`src/rtl/core/gdcc_pkg.sv`:
```
`default_nettype none

package gdcc_pkg;

  // default parameter values
  localparam int CMD_FRAC_BITS_DEF = 14;
  localparam int TIME_BITS_DEF     = 32;

  // configuration port
  localparam int REG_IDX_W = 3;

  typedef enum logic [REG_IDX_W-1:0] {
    REG_DEADBAND     = 3'd0,
    REG_DISC_TIMEOUT = 3'd1,
    REG_HOLD         = 3'd2,
    REG_SPD_DEFAULT  = 3'd3,
    REG_SPD_SLOW     = 3'd4,
    REG_SPD_MEDIUM   = 3'd5,
    REG_SPD_FAST     = 3'd6
  } reg_idx_e;

  localparam logic [15:0] DEADBAND_RST     = 16'd6554;
  localparam logic [15:0] DISC_TIMEOUT_RST = 16'd100;
  localparam logic [15:0] HOLD_RST         = 16'd1000;
  localparam logic [15:0] SPD_DEFAULT_RST  = 16'd39322;
  localparam logic [15:0] SPD_SLOW_RST     = 16'd16384;
  localparam logic [15:0] SPD_MEDIUM_RST   = 16'd32768;
  localparam logic [15:0] SPD_FAST_RST     = 16'd65535;

  // button bit positions in the pad word
  localparam int BTN_SELECT   = 0;
  localparam int BTN_START    = 3;
  localparam int BTN_UP       = 4;
  localparam int BTN_RIGHT    = 5;
  localparam int BTN_DOWN     = 6;
  localparam int BTN_LEFT     = 7;
  localparam int BTN_L2       = 8;
  localparam int BTN_L1       = 10;
  localparam int BTN_R1       = 11;
  localparam int BTN_TRIANGLE = 12;

  // quotient bits per axis, step counter width
  localparam int QUOT_STEPS = 31;
  localparam int STEP_CNT_W = 5;

  typedef enum logic [1:0] {
    SPD_DEFAULT = 2'd0,
    SPD_SLOW    = 2'd1,
    SPD_MEDIUM  = 2'd2,
    SPD_FAST    = 2'd3
  } speed_e;

  typedef enum logic [1:0] {
    AXIS_FWD  = 2'd0,
    AXIS_LAT  = 2'd1,
    AXIS_TURN = 2'd2
  } axis_e;

  typedef enum logic [2:0] {
    ST_IDLE    = 3'd0,
    ST_SETUP   = 3'd1,
    ST_DIV     = 3'd2,
    ST_SQUARE  = 3'd3,
    ST_ROUND   = 3'd4,
    ST_PUBLISH = 3'd5
  } state_e;

  // controller to datapath
  typedef struct packed {
    logic  load;
    logic  setup;
    logic  div_step;
    logic  div_first;
    logic  square;
    logic  store;
    logic  publish;
    axis_e axis;
  } cmd_t;

  // datapath to controller
  typedef struct packed {
    logic ok;
    logic dead;
    logic out_free;
  } status_t;

endpackage

`default_nettype wire

```
`src/rtl/core/gdcc_ctrl.sv`:
```
`default_nettype none

module gdcc_ctrl (
  input  wire                logic clk_i,
  input  wire                logic rst_ni,
  input  wire                logic in_valid_i,
  output logic                     in_ready_o,
  input  wire gdcc_pkg::status_t   status_i,
  output gdcc_pkg::cmd_t           cmd_o
);

  gdcc_pkg::state_e state_q, state_d;
  gdcc_pkg::axis_e  axis_q, axis_d;
  logic [gdcc_pkg::STEP_CNT_W-1:0] cnt_q, cnt_d;
  logic last_step;

  assign last_step = (cnt_q == gdcc_pkg::STEP_CNT_W'(gdcc_pkg::QUOT_STEPS - 1));

  // next state
  always_comb begin
    state_d = state_q;
    case (state_q)
      gdcc_pkg::ST_IDLE: begin
        if (in_valid_i) state_d = gdcc_pkg::ST_SETUP;
      end
      gdcc_pkg::ST_SETUP: begin
        if (!status_i.ok) state_d = gdcc_pkg::ST_PUBLISH;
        else if (status_i.dead) state_d = gdcc_pkg::ST_ROUND;
        else state_d = gdcc_pkg::ST_DIV;
      end
      gdcc_pkg::ST_DIV: begin
        if (last_step) state_d = gdcc_pkg::ST_SQUARE;
      end
      gdcc_pkg::ST_SQUARE: begin
        state_d = gdcc_pkg::ST_ROUND;
      end
      gdcc_pkg::ST_ROUND: begin
        if (axis_q == gdcc_pkg::AXIS_TURN) state_d = gdcc_pkg::ST_PUBLISH;
        else state_d = gdcc_pkg::ST_SETUP;
      end
      gdcc_pkg::ST_PUBLISH: begin
        if (status_i.out_free) state_d = gdcc_pkg::ST_IDLE;
      end
      default: state_d = gdcc_pkg::ST_IDLE;
    endcase
  end

  // axis and step counter updates
  always_comb begin
    axis_d = axis_q;
    cnt_d  = '0;
    case (state_q)
      gdcc_pkg::ST_IDLE: axis_d = gdcc_pkg::AXIS_FWD;
      gdcc_pkg::ST_DIV: begin
        if (!last_step) cnt_d = cnt_q + 1'b1;
      end
      gdcc_pkg::ST_ROUND: begin
        case (axis_q)
          gdcc_pkg::AXIS_FWD: axis_d = gdcc_pkg::AXIS_LAT;
          gdcc_pkg::AXIS_LAT: axis_d = gdcc_pkg::AXIS_TURN;
          default:            axis_d = gdcc_pkg::AXIS_FWD;
        endcase
      end
      default: axis_d = axis_q;
    endcase
  end

  // command outputs
  always_comb begin
    cmd_o      = '0;
    cmd_o.axis = axis_q;
    in_ready_o = 1'b0;
    case (state_q)
      gdcc_pkg::ST_IDLE: begin
        in_ready_o = 1'b1;
        cmd_o.load = in_valid_i;
      end
      gdcc_pkg::ST_SETUP:  cmd_o.setup = 1'b1;
      gdcc_pkg::ST_DIV: begin
        cmd_o.div_step  = 1'b1;
        cmd_o.div_first = (cnt_q == '0);
      end
      gdcc_pkg::ST_SQUARE: cmd_o.square = 1'b1;
      gdcc_pkg::ST_ROUND:  cmd_o.store = 1'b1;
      gdcc_pkg::ST_PUBLISH: cmd_o.publish = status_i.out_free;
      default: cmd_o = '0;
    endcase
  end

  // state registers
  always_ff @(posedge clk_i or negedge rst_ni) begin
    if (!rst_ni) begin
      state_q <= gdcc_pkg::ST_IDLE;
      axis_q  <= gdcc_pkg::AXIS_FWD;
      cnt_q   <= '0;
    end else begin
      state_q <= state_d;
      axis_q  <= axis_d;
      cnt_q   <= cnt_d;
    end
  end

endmodule

`default_nettype wire

```
`src/rtl/core/gdcc_dpath.sv`:
```
`default_nettype none

module gdcc_dpath #(
  parameter int CMD_FRAC_BITS = gdcc_pkg::CMD_FRAC_BITS_DEF,
  parameter int TIME_BITS     = gdcc_pkg::TIME_BITS_DEF
) (
  input  wire                   logic clk_i,
  input  wire                   logic rst_ni,
  input  wire gdcc_pkg::cmd_t         cmd_i,
  output gdcc_pkg::status_t           status_o,
  // configuration
  input  wire                   logic cfg_valid_i,
  input  wire [gdcc_pkg::REG_IDX_W-1:0] cfg_index_i,
  input  wire                   logic [15:0] cfg_data_i,
  // input word
  input  wire                   logic        read_ok_i,
  input  wire                   logic [15:0] button_word_i,
  input  wire                   logic [7:0]  left_stick_x_i,
  input  wire                   logic [7:0]  left_stick_y_i,
  input  wire                   logic [7:0]  right_stick_x_i,
  input  wire                   logic [31:0] now_ms_i,
  // result word
  input  wire                   logic        out_ready_i,
  output logic                               out_valid_o,
  output logic                               fresh_o,
  output logic                               connected_o,
  output logic                               estop_active_o,
  output logic                               estop_clearing_o,
  output logic signed [15:0]                 forward_cmd_o,
  output logic signed [15:0]                 lateral_cmd_o,
  output logic signed [15:0]                 turn_cmd_o,
  output logic        [15:0]                 speed_scale_o,
  output logic                               motor_active_o,
  output logic        [15:0]                 pressed_mask_o,
  output logic        [15:0]                 released_mask_o
);

  localparam int RND_POS   = 59 - CMD_FRAC_BITS;
  localparam int SHIFT_AMT = 60 - CMD_FRAC_BITS;
  localparam int MAG_W     = CMD_FRAC_BITS + 1;
  localparam int ONE_INT   = (CMD_FRAC_BITS > 14) ? 32767 : (1 << CMD_FRAC_BITS);
  localparam logic signed [15:0] CMD_ONE = 16'(ONE_INT);

  // configuration registers
  logic [15:0] deadband_q, timeout_q, hold_q;
  logic [15:0] spd_def_q, spd_slow_q, spd_med_q, spd_fast_q;

  always_ff @(posedge clk_i or negedge rst_ni) begin
    if (!rst_ni) begin
      deadband_q <= gdcc_pkg::DEADBAND_RST;
      timeout_q  <= gdcc_pkg::DISC_TIMEOUT_RST;
      hold_q     <= gdcc_pkg::HOLD_RST;
      spd_def_q  <= gdcc_pkg::SPD_DEFAULT_RST;
      spd_slow_q <= gdcc_pkg::SPD_SLOW_RST;
      spd_med_q  <= gdcc_pkg::SPD_MEDIUM_RST;
      spd_fast_q <= gdcc_pkg::SPD_FAST_RST;
    end else if (cfg_valid_i) begin
      case (cfg_index_i)
        gdcc_pkg::REG_DEADBAND:     deadband_q <= cfg_data_i;
        gdcc_pkg::REG_DISC_TIMEOUT: timeout_q  <= cfg_data_i;
        gdcc_pkg::REG_HOLD:         hold_q     <= cfg_data_i;
        gdcc_pkg::REG_SPD_DEFAULT:  spd_def_q  <= cfg_data_i;
        gdcc_pkg::REG_SPD_SLOW:     spd_slow_q <= cfg_data_i;
        gdcc_pkg::REG_SPD_MEDIUM:   spd_med_q  <= cfg_data_i;
        gdcc_pkg::REG_SPD_FAST:     spd_fast_q <= cfg_data_i;
        default: ;
      endcase
    end
  end

  // latched stick bytes and read flag
  logic       ok_q;
  logic [7:0] lx_q, ly_q, rx_q;

  always_ff @(posedge clk_i or negedge rst_ni) begin
    if (!rst_ni) begin
      ok_q <= 1'b0;
    end else if (cmd_i.load) begin
      ok_q <= read_ok_i;
    end
  end

  always_ff @(posedge clk_i) begin
    if (cmd_i.load) begin
      lx_q <= left_stick_x_i;
      ly_q <= left_stick_y_i;
      rx_q <= right_stick_x_i;
    end
  end

  // timestamp, low TIME_BITS bits of the poll time
  logic [63:0]          now_ext;
  logic [TIME_BITS-1:0] now_t;
  assign now_ext = {32'd0, now_ms_i};
  assign now_t   = now_ext[TIME_BITS-1:0];

  // link, stop machine, button history and speed choice
  logic                 link_q, link_d;
  logic [TIME_BITS-1:0] last_good_q, last_good_d;
  logic                 stop_q, stop_d;
  logic                 pend_q, pend_d;
  logic [TIME_BITS-1:0] begin_q, begin_d;
  logic [15:0]          btn_now_q, btn_now_d, btn_prev_q, btn_prev_d;
  gdcc_pkg::speed_e     speed_q, speed_d;

  logic [TIME_BITS-1:0] since_good, since_hold;
  logic                 sel_start, start_tri;

  assign since_good = now_t - last_good_q;
  assign since_hold = now_t - begin_q;
  assign sel_start  = button_word_i[gdcc_pkg::BTN_SELECT] & button_word_i[gdcc_pkg::BTN_START];
  assign start_tri  = button_word_i[gdcc_pkg::BTN_START] &
                      button_word_i[gdcc_pkg::BTN_TRIANGLE];

  always_comb begin
    link_d      = link_q;
    last_good_d = last_good_q;
    stop_d      = stop_q;
    pend_d      = pend_q;
    begin_d     = begin_q;
    btn_now_d   = btn_now_q;
    btn_prev_d  = btn_prev_q;
    speed_d     = speed_q;
    if (cmd_i.load) begin
      if (read_ok_i) begin
        link_d      = 1'b1;
        last_good_d = now_t;
        btn_prev_d  = btn_now_q;
        btn_now_d   = button_word_i;
        if (stop_q && sel_start) begin
          // clear hold in progress
          if (!pend_q) begin
            pend_d  = 1'b1;
            begin_d = now_t;
          end else if (since_hold > TIME_BITS'(hold_q)) begin
            stop_d = 1'b0;
            pend_d = 1'b0;
          end
        end else begin
          pend_d = 1'b0;
          if (!stop_q && start_tri) begin
            stop_d = 1'b1;
          end else if (!stop_q) begin
            if (button_word_i[gdcc_pkg::BTN_L1]) speed_d = gdcc_pkg::SPD_SLOW;
            else if (button_word_i[gdcc_pkg::BTN_R1]) speed_d = gdcc_pkg::SPD_FAST;
            else if (button_word_i[gdcc_pkg::BTN_L2]) speed_d = gdcc_pkg::SPD_MEDIUM;
            else speed_d = gdcc_pkg::SPD_DEFAULT;
          end
        end
      end else if (since_good > TIME_BITS'(timeout_q) && link_q) begin
        // link timeout drops the link and latches stop
        link_d = 1'b0;
        stop_d = 1'b1;
      end
    end
  end

  always_ff @(posedge clk_i or negedge rst_ni) begin
    if (!rst_ni) begin
      link_q      <= 1'b0;
      last_good_q <= '0;
      stop_q      <= 1'b0;
      pend_q      <= 1'b0;
      begin_q     <= '0;
      btn_now_q   <= '0;
      btn_prev_q  <= '0;
      speed_q     <= gdcc_pkg::SPD_DEFAULT;
    end else begin
      link_q      <= link_d;
      last_good_q <= last_good_d;
      stop_q      <= stop_d;
      pend_q      <= pend_d;
      begin_q     <= begin_d;
      btn_now_q   <= btn_now_d;
      btn_prev_q  <= btn_prev_d;
      speed_q     <= speed_d;
    end
  end

  // axis setup: centre, deadband, numerator and denominator
  logic [7:0]  raw, mag_a, div_v;
  logic        invert, raw_pos, neg;
  logic [23:0] a_sh, dv, num;
  logic [16:0] span;
  logic [24:0] den_w;
  logic        dead;

  always_comb begin
    case (cmd_i.axis)
      gdcc_pkg::AXIS_FWD: begin
        raw    = ly_q;
        invert = 1'b1;
      end
      gdcc_pkg::AXIS_LAT: begin
        raw    = rx_q;
        invert = 1'b0;
      end
      default: begin
        raw    = lx_q;
        invert = 1'b0;
      end
    endcase
  end

  assign raw_pos = raw[7];
  assign mag_a   = raw_pos ? {1'b0, raw[6:0]} : (8'd128 - raw);
  assign div_v   = raw_pos ? 8'd127 : 8'd128;
  assign neg     = (!raw_pos) ^ invert;
  assign a_sh    = {mag_a, 16'd0};
  assign dv      = 24'(deadband_q) * 24'(div_v);
  assign span    = 17'h10000 - {1'b0, deadband_q};
  assign den_w   = 25'(span) * 25'(div_v);
  assign dead    = (a_sh < dv);
  assign num     = a_sh - dv;

  // shared restoring divider and squarer
  logic        neg_q, dead_q;
  logic [24:0] rem_q, rem_t;
  logic [23:0] den_q;
  logic [30:0] quot_q;
  logic [61:0] sq_q;
  logic        ge;

  assign rem_t = cmd_i.div_first ? rem_q : {rem_q[23:0], 1'b0};
  assign ge    = (rem_t >= {1'b0, den_q});

  always_ff @(posedge clk_i) begin
    if (cmd_i.setup) begin
      neg_q  <= neg;
      dead_q <= dead;
      rem_q  <= {1'b0, num};
      den_q  <= den_w[23:0];
    end else if (cmd_i.div_step) begin
      rem_q  <= ge ? (rem_t - {1'b0, den_q}) : rem_t;
      quot_q <= {quot_q[29:0], ge};
    end
    if (cmd_i.square) begin
      sq_q <= 62'(quot_q) * 62'(quot_q);
    end
  end

  // round half up, saturate, sign, d-pad override
  logic [62:0]        rnd_sum;
  logic [MAG_W-1:0]   mag;
  logic [31:0]        mag32;
  logic [14:0]        mag15;
  logic signed [15:0] axis_val, store_val;

  assign rnd_sum = 63'(sq_q) + (63'd1 << RND_POS);
  assign mag     = rnd_sum[SHIFT_AMT +: MAG_W];
  assign mag32   = 32'(mag);
  assign mag15   = (mag32 > 32'd32767) ? 15'h7fff : mag32[14:0];

  always_comb begin
    if (dead_q) axis_val = '0;
    else if (neg_q) axis_val = -$signed({1'b0, mag15});
    else axis_val = $signed({1'b0, mag15});
    store_val = axis_val;
    case (cmd_i.axis)
      gdcc_pkg::AXIS_FWD: begin
        if (btn_now_q[gdcc_pkg::BTN_UP]) store_val = CMD_ONE;
        else if (btn_now_q[gdcc_pkg::BTN_DOWN]) store_val = -CMD_ONE;
      end
      gdcc_pkg::AXIS_TURN: begin
        if (btn_now_q[gdcc_pkg::BTN_LEFT]) store_val = -CMD_ONE;
        else if (btn_now_q[gdcc_pkg::BTN_RIGHT]) store_val = CMD_ONE;
      end
      default: store_val = axis_val;
    endcase
  end

  logic signed [15:0] fwd_q, lat_q, turn_q;

  always_ff @(posedge clk_i or negedge rst_ni) begin
    if (!rst_ni) begin
      fwd_q  <= '0;
      lat_q  <= '0;
      turn_q <= '0;
    end else if (cmd_i.store) begin
      case (cmd_i.axis)
        gdcc_pkg::AXIS_FWD: fwd_q  <= store_val;
        gdcc_pkg::AXIS_LAT: lat_q  <= store_val;
        default:            turn_q <= store_val;
      endcase
    end
  end

  // motion threshold: magnitude times 50 above one
  function automatic logic over_eps(input logic signed [15:0] val);
    logic [15:0] m;
    logic [31:0] prod;
    m    = val[15] ? 16'(-val) : val;
    prod = 32'(m) * 32'd50;
    return prod > (32'd1 << CMD_FRAC_BITS);
  endfunction

  logic [15:0] scale_sel;

  always_comb begin
    case (speed_q)
      gdcc_pkg::SPD_SLOW:   scale_sel = spd_slow_q;
      gdcc_pkg::SPD_MEDIUM: scale_sel = spd_med_q;
      gdcc_pkg::SPD_FAST:   scale_sel = spd_fast_q;
      default:              scale_sel = spd_def_q;
    endcase
  end

  // result word register
  logic out_valid_q;

  always_ff @(posedge clk_i or negedge rst_ni) begin
    if (!rst_ni) begin
      out_valid_q <= 1'b0;
    end else if (cmd_i.publish) begin
      out_valid_q <= 1'b1;
    end else if (out_ready_i) begin
      out_valid_q <= 1'b0;
    end
  end

  always_ff @(posedge clk_i) begin
    if (cmd_i.publish) begin
      fresh_o          <= ok_q;
      connected_o      <= link_q;
      estop_active_o   <= stop_q;
      estop_clearing_o <= pend_q;
      forward_cmd_o    <= fwd_q;
      lateral_cmd_o    <= lat_q;
      turn_cmd_o       <= turn_q;
      speed_scale_o    <= scale_sel;
      motor_active_o   <= over_eps(fwd_q) | over_eps(lat_q) | over_eps(turn_q);
      pressed_mask_o   <= btn_now_q & ~btn_prev_q;
      released_mask_o  <= btn_prev_q & ~btn_now_q;
    end
  end

  assign out_valid_o       = out_valid_q;
  assign status_o.ok       = ok_q;
  assign status_o.dead     = dead;
  assign status_o.out_free = !out_valid_q || out_ready_i;

endmodule

`default_nettype wire

```
`src/rtl/core/gamepad_drive_command_conditioner_top.sv`:
```
// channel   direction  handshake                  payload
// in        input      in_valid_i / in_ready_o    read_ok_i .. now_ms_i
// out       output     out_valid_o / out_ready_i  fresh_o .. released_mask_o
// cfg       input      cfg_valid_i / cfg_ready_o  cfg_index_i, cfg_data_i
//
// a good read is accepted, then each axis gets a setup, 31 restoring-divider
// steps, a square and a round, and the word is then published; a deadbanded
// axis skips the divider and square. a failed read goes from setup to publish.
// the single shared divider sets the rate; one word is worked on at a time.
// reset restores the register defaults and clears link, stop and commands.
// a result held by out_ready_i low stalls the next word only at its publish.
`default_nettype none

module gamepad_drive_command_conditioner_top #(
  parameter int CMD_FRAC_BITS = gdcc_pkg::CMD_FRAC_BITS_DEF,
  parameter int TIME_BITS     = gdcc_pkg::TIME_BITS_DEF
) (
  input  wire  logic                          clk_i,
  input  wire  logic                          rst_ni,
  // configuration
  input  wire  logic                          cfg_valid_i,
  output logic                                cfg_ready_o,
  input  wire  logic [gdcc_pkg::REG_IDX_W-1:0] cfg_index_i,
  input  wire  logic [15:0]                   cfg_data_i,
  // input word
  input  wire  logic                          in_valid_i,
  output logic                                in_ready_o,
  input  wire  logic                          read_ok_i,
  input  wire  logic [15:0]                   button_word_i,
  input  wire  logic [7:0]                    left_stick_x_i,
  input  wire  logic [7:0]                    left_stick_y_i,
  input  wire  logic [7:0]                    right_stick_x_i,
  input  wire  logic [31:0]                   now_ms_i,
  // result word
  output logic                                out_valid_o,
  input  wire  logic                          out_ready_i,
  output logic                                fresh_o,
  output logic                                connected_o,
  output logic                                estop_active_o,
  output logic                                estop_clearing_o,
  output logic signed [15:0]                  forward_cmd_o,
  output logic signed [15:0]                  lateral_cmd_o,
  output logic signed [15:0]                  turn_cmd_o,
  output logic        [15:0]                  speed_scale_o,
  output logic                                motor_active_o,
  output logic        [15:0]                  pressed_mask_o,
  output logic        [15:0]                  released_mask_o
);

  gdcc_pkg::cmd_t    cmd;
  gdcc_pkg::status_t status;

  // registers always take a write
  assign cfg_ready_o = 1'b1;

  // sequencer
  gdcc_ctrl u_ctrl (
    .clk_i      (clk_i),
    .rst_ni     (rst_ni),
    .in_valid_i (in_valid_i),
    .in_ready_o (in_ready_o),
    .status_i   (status),
    .cmd_o      (cmd)
  );

  // datapath
  gdcc_dpath #(
    .CMD_FRAC_BITS (CMD_FRAC_BITS),
    .TIME_BITS     (TIME_BITS)
  ) u_dpath (
    .clk_i            (clk_i),
    .rst_ni           (rst_ni),
    .cmd_i            (cmd),
    .status_o         (status),
    .cfg_valid_i      (cfg_valid_i),
    .cfg_index_i      (cfg_index_i),
    .cfg_data_i       (cfg_data_i),
    .read_ok_i        (read_ok_i),
    .button_word_i    (button_word_i),
    .left_stick_x_i   (left_stick_x_i),
    .left_stick_y_i   (left_stick_y_i),
    .right_stick_x_i  (right_stick_x_i),
    .now_ms_i         (now_ms_i),
    .out_ready_i      (out_ready_i),
    .out_valid_o      (out_valid_o),
    .fresh_o          (fresh_o),
    .connected_o      (connected_o),
    .estop_active_o   (estop_active_o),
    .estop_clearing_o (estop_clearing_o),
    .forward_cmd_o    (forward_cmd_o),
    .lateral_cmd_o    (lateral_cmd_o),
    .turn_cmd_o       (turn_cmd_o),
    .speed_scale_o    (speed_scale_o),
    .motor_active_o   (motor_active_o),
    .pressed_mask_o   (pressed_mask_o),
    .released_mask_o  (released_mask_o)
  );

`ifndef NO_ASSERTIONS
  // an accepted word closes the input side, so no second word is taken back to back
  a_busy_after_accept: assert property (@(posedge clk_i) disable iff (!rst_ni)
    in_valid_i && in_ready_o |=> !in_ready_o)
    else $error("input accepted back to back");

  // a publish never overwrites a result still waiting
  a_publish_free: assert property (@(posedge clk_i) disable iff (!rst_ni)
    cmd.publish |-> (!out_valid_o || out_ready_i))
    else $error("result overwritten before it was taken");

  // a result appears only after a publish
  a_valid_from_publish: assert property (@(posedge clk_i) disable iff (!rst_ni)
    $rose(out_valid_o) |-> $past(cmd.publish))
    else $error("result valid without publish");

  // the divider never runs while the input side is open
  a_div_busy: assert property (@(posedge clk_i) disable iff (!rst_ni)
    (cmd.div_step || cmd.square || cmd.store) |-> !in_ready_o)
    else $error("arithmetic active while idle");
`endif

endmodule

`default_nettype wire

```
`config.mk`:
```
export PLATFORM = sky130hd
export DESIGN_NAME = gamepad_drive_command_conditioner_top
export DESIGN_NICKNAME = d
export VERILOG_FILES = /design/src/rtl/core/gdcc_pkg.sv /design/src/rtl/core/gdcc_ctrl.sv /design/src/rtl/core/gdcc_dpath.sv /design/src/rtl/core/gamepad_drive_command_conditioner_top.sv
export SDC_FILE = /design/constraint.sdc
export NUM_CORES = 2
export LEC_CHECK = 0
export ABC_AREA = 1
export BUFFER_PORTS_ARGS = -buffer_cell sky130_fd_sc_hd__buf_2
export CORE_MARGIN = 2
export CORE_UTILIZATION = 25
export CTS_CLUSTER_SIZE = 10
export DETAILED_ROUTE_END_ITERATION = 16
export SYNTH_ARGS = -nofsm -noshare
export SYNTH_HDL_FRONTEND = slang
export SYNTH_SLANG_ARGS = --single-unit
```
`constraint.sdc`:
```
create_clock -name clk_i -period 16.2 [get_ports clk_i]
set_input_delay 1.62 -clock clk_i [delete_from_list [all_inputs] [get_ports clk_i]]
set_output_delay 1.62 -clock clk_i [all_outputs]
set_load 0.01 [all_outputs]
```
==> metrics.md <==
| Metric | Value |
|---|---|
| Share of cells above drive strength 1 | `0.05192` |
| Setup Viol. Count Final | `0` |
| DR vias/cell | `4.260` |
| CP required | `about 17000 ps` |
| Critical Path Slowest Stage Cell | `fa_1` |
| EDFF count, synth | `222` |
| Compound-Gate Fraction of Synth Area | `0.07426` |
| Tmin final | `7729 ps` |
| Area Growth Syn to Fin | `10.49%` |
| Die height | `~520 um` |
| Die area | `between 200000 and 300000 um^2` |
| XOR/XNOR share of the synthesized area | `0.03194` |
| CTS sink cnt | `496` |
| Residual DRC count | `0` |
| Global-route wire length before repair | `282.5 mm` |
| Worst Setup End Kind | `flip-flop` |
| CORE AREA | `267400 um^2` |
| Unique cell type count in the Yosys netlist | `67` |
| Part of the Yosys area used for sequential elements | `0.2021` |
| CP bufs+invs | `4` |
| Global-route usage over all layers | `0.1289` |
| Hold Fails Final Rpt | `0` |
| Warnings from Yosys | `0` |
| Post-CTS Resized | `0` |
| CP Class | `reg2reg` |
| Clock Latency Late Sink | `720 ps` |
| Initial Util | `0.2510` |
| Initial antenna violation count | `11` |
| DRT Wirelength | `175.2 mm` |
| Worst Max-Slew Pin Slew | `1146 ps` |
| Total number of vias | `51.18k` |
| Synth Area in Adders | `0.3952` |
| CTS tree | `built` |
| Post-DP HPWL | `144.3 mm` |
| Synth Area in Simple Gates | `0.1584` |
| Share of Yosys cell area claimed by the top area cell type | `0.2722` |
| Fraction of registers with async set/reset | `0.5504` |
| Status | `finished clean` |
| Largest net degree at the start of global routing | `82` |
| Post-Syn Area | `67140 um^2` |
| Largest stage delay on the critical path | `between 500 and 600 ps` |
| Relative slew slack | `0.2340` |
| Clock slew seen by the registers of the worst setup and hold paths | `around 70 ps` |
| Site row count | `190` |
| #FFs+latches synth | `slightly below 500` |
| Worst min path class | `reg2reg` |
| Largest family of logic cells by synthesized area | `adder cells` |
| WL/cell | `between 10 and 15 um` |
| Root Driver | `clkbuf_16` |
| Cells after Synth | `8281` |
| RePlAce Congestion | `0.9253` |
| F_max | `129.4 MHz` |
| Iteration-0 DRC Markers | `roughly 3.4k` |
| GR Overflow Total | `0` |
| Postcts setup bufs | `0` |
| Critical path startpoint category | `flip-flop` |
| Final hold slack | `454.5 ps` |
| DRT Pass-1 Iters | `6` |
| # IOs | `201` |
| H-tree levels | `2` |
| Hold buffer count at CTS | `0` |
| Synth area leader | `fa_1` |
| Crit path max-delay family | `simple AND/OR/NAND/NOR gates` |
| Most frequent CP cell | `nand2_1` |
| Unrepaired setup endpoints after global routing | `false` |
| Maxcap violations | `0` |
| Final slew viol count | `0` |
| Layout Nets | `between 10k and 15k` |
| Routed Antenna Nets | `0` |
| Port Buffers | `199` |
| Max Root-Sink Buffers | `3` |
| CP Max Fanout | `51` |
| Synth area leaders | `fa_1 27%, inv_1 13%, ha_1 12%, edfxtp_1 9.9%, nand2_1 9.6%` |
| Number of global-route vias before repair | `51.80k` |
| Fin crit share | `0.4771` |
| Setup TNS Final | `0 ps` |
| Post-synthesis mux area share | `0.0004659` |
| Synth Flop Type | `dfrtp_1` |
| Die X | `522.2 um` |
| Critical path data arrival time | `8150 ps` |
| Layout Skew | `around 61 ps` |
| Num CTS Buffers | `60` |
| Syn_area_per_cell | `slightly above 8 um^2` |
## cells in the final DEF (no fill, tap or decap), types with 9 or more instances in the layout
master | synthesis | layout
o21ai_1 | 29 | 29
buf_4 | 2 | 50
o21bai_1 | 33 | 33
clkbuf_1 | 162 | 34
nand3_1 | 197 | 196
fa_1 | 913 | 913
edfxtp_1 | 222 | 222
nor3_1 | 74 | 72
a21oi_1 | 314 | 314
nor4_1 | 17 | 17
o211ai_1 | 25 | 25
o21ai_0 | 389 | 389
or2_2 | 20 | 20
dfstp_2 | 42 | 42
xor2_1 | 176 | 176
ha_1 | 660 | 660
clkbuf_16 | 0 | 60
o21a_1 | 12 | 12
a21boi_0 | 9 | 9
a21o_1 | 20 | 20
nor2_1 | 460 | 458
nand2_1 | 1716 | 1716
o31ai_1 | 16 | 16
xnor2_1 | 67 | 67
nand4_1 | 76 | 76
dfrtp_1 | 231 | 231
a31oi_1 | 28 | 28
o22ai_1 | 16 | 16
buf_2 | 9 | 198
inv_1 | 2248 | 2248
## cell type report
type	count	area (um^2)
sequential	496	13570
timing repair buffer	249	1381
multi-input combinational	5340	44370
fill	28833	193300
clock inverter	14	227.7
inverter	2257	8474
antenna	7	17.52
clock buffer	99	1698
tap	3552	4444
## registers in the layout, indices dropped and copies added (netlist names), 24 cells and up
| register | flops |
|---|---|
| u_dpath.begin_q | 32 |
| u_dpath.den_q | 24 |
| u_dpath.last_good_q | 32 |
| u_dpath.quot_q | 31 |
| u_dpath.rem_q | 25 |
## worst paths after layout
| path | slack [ps] | depth (start not counted) | to | start |
|---|---|---|---|---|
| setup / recovery | 8470 | 36 | u_dpath.rem_q[23] | u_ctrl.state_q[2] |
| hold / removal | 450 | 0 | u_dpath.estop_clearing_o | u_dpath.pend_q |
| setup reg to reg | 8470 | 36 | u_dpath.rem_q[23] | u_ctrl.state_q[2] |
| hold reg to reg | 450 | 0 | u_dpath.estop_clearing_o | u_dpath.pend_q |
| max in group asynchronous | 13120 | 3 | u_dpath.hold_q[4] | rst_ni |
| min in group asynchronous | 830 | 1 | u_dpath.last_good_q[26] | rst_ni |
## logic make-up (layout without fill, tap and decap cells)
group | Yosys count | after routing
AO/OA/AOI/OAI | 911 | 911
XOR/XNOR | 244 | 244
adder cells (fa/ha/maj) | 1573 | 1573
buffers and inverters | 2446 | 2619
flip-flops | 496 | 496
multiplexers | 3 | 3
other | 2 | 10
AND/OR/NAND/NOR | 2606 | 2606
## Yosys cell counts (17+ instances only)
| master | count |
|---|---|
| a31oi_1 | 28 |
| nor3_1 | 74 |
| clkbuf_1 | 162 |
| edfxtp_1 | 222 |
| dfrtp_1 | 231 |
| nor2_1 | 460 |
| o21bai_1 | 33 |
| o211ai_1 | 25 |
| a21o_1 | 20 |
| a21oi_1 | 314 |
| nand3_1 | 197 |
| fa_1 | 913 |
| nand4_1 | 76 |
| xor2_1 | 176 |
| xnor2_1 | 67 |
| o21ai_0 | 389 |
| or2_2 | 20 |
| ha_1 | 660 |
| inv_1 | 2248 |
| o21ai_1 | 29 |
| dfstp_2 | 42 |
| nand2_1 | 1716 |
| nor4_1 | 17 |
## worst reg2reg max path: cells and delay by family (launching register included)
family / cells / cell delay (ps)
adder cells (fa/ha/maj): 6 / 2160
buffers and inverters: 4 / 340
flip-flops: 1 / 510
AO/OA/AOI/OAI: 4 / 830
XOR/XNOR: 2 / 330
AND/OR/NAND/NOR: 20 / 3290
## through the flow
stage | setup WS (ps) | instance area, um^2 | instances | utilization
after global routing | 7881 | 74170 | 12009 | 0.2773
final | 8471 | 74180 | 12014 | 0.2774
after global placement | 8496 | 72240 | 11894 | 0.2701
after detailed placement | 8525 | 72240 | 11894 | 0.2701
after CTS | 8488 | 74170 | 12007 | 0.2773
after floorplan | 9232 | 67140 | 8282 | -
## per-layer routing
layer	GRT usage	up-vias	routed length (um)
met2	0.2181	1124	82340
li1	-	25282	-
met4	0.02955	0	4230
met5	0	-	0
met3	0.01290	176	8388
met1	0.1763	24598	80210
Power is left out: the tool's default activity adds up to more than one toggle a clock period on the data nets, which glitch-free logic cannot reach.
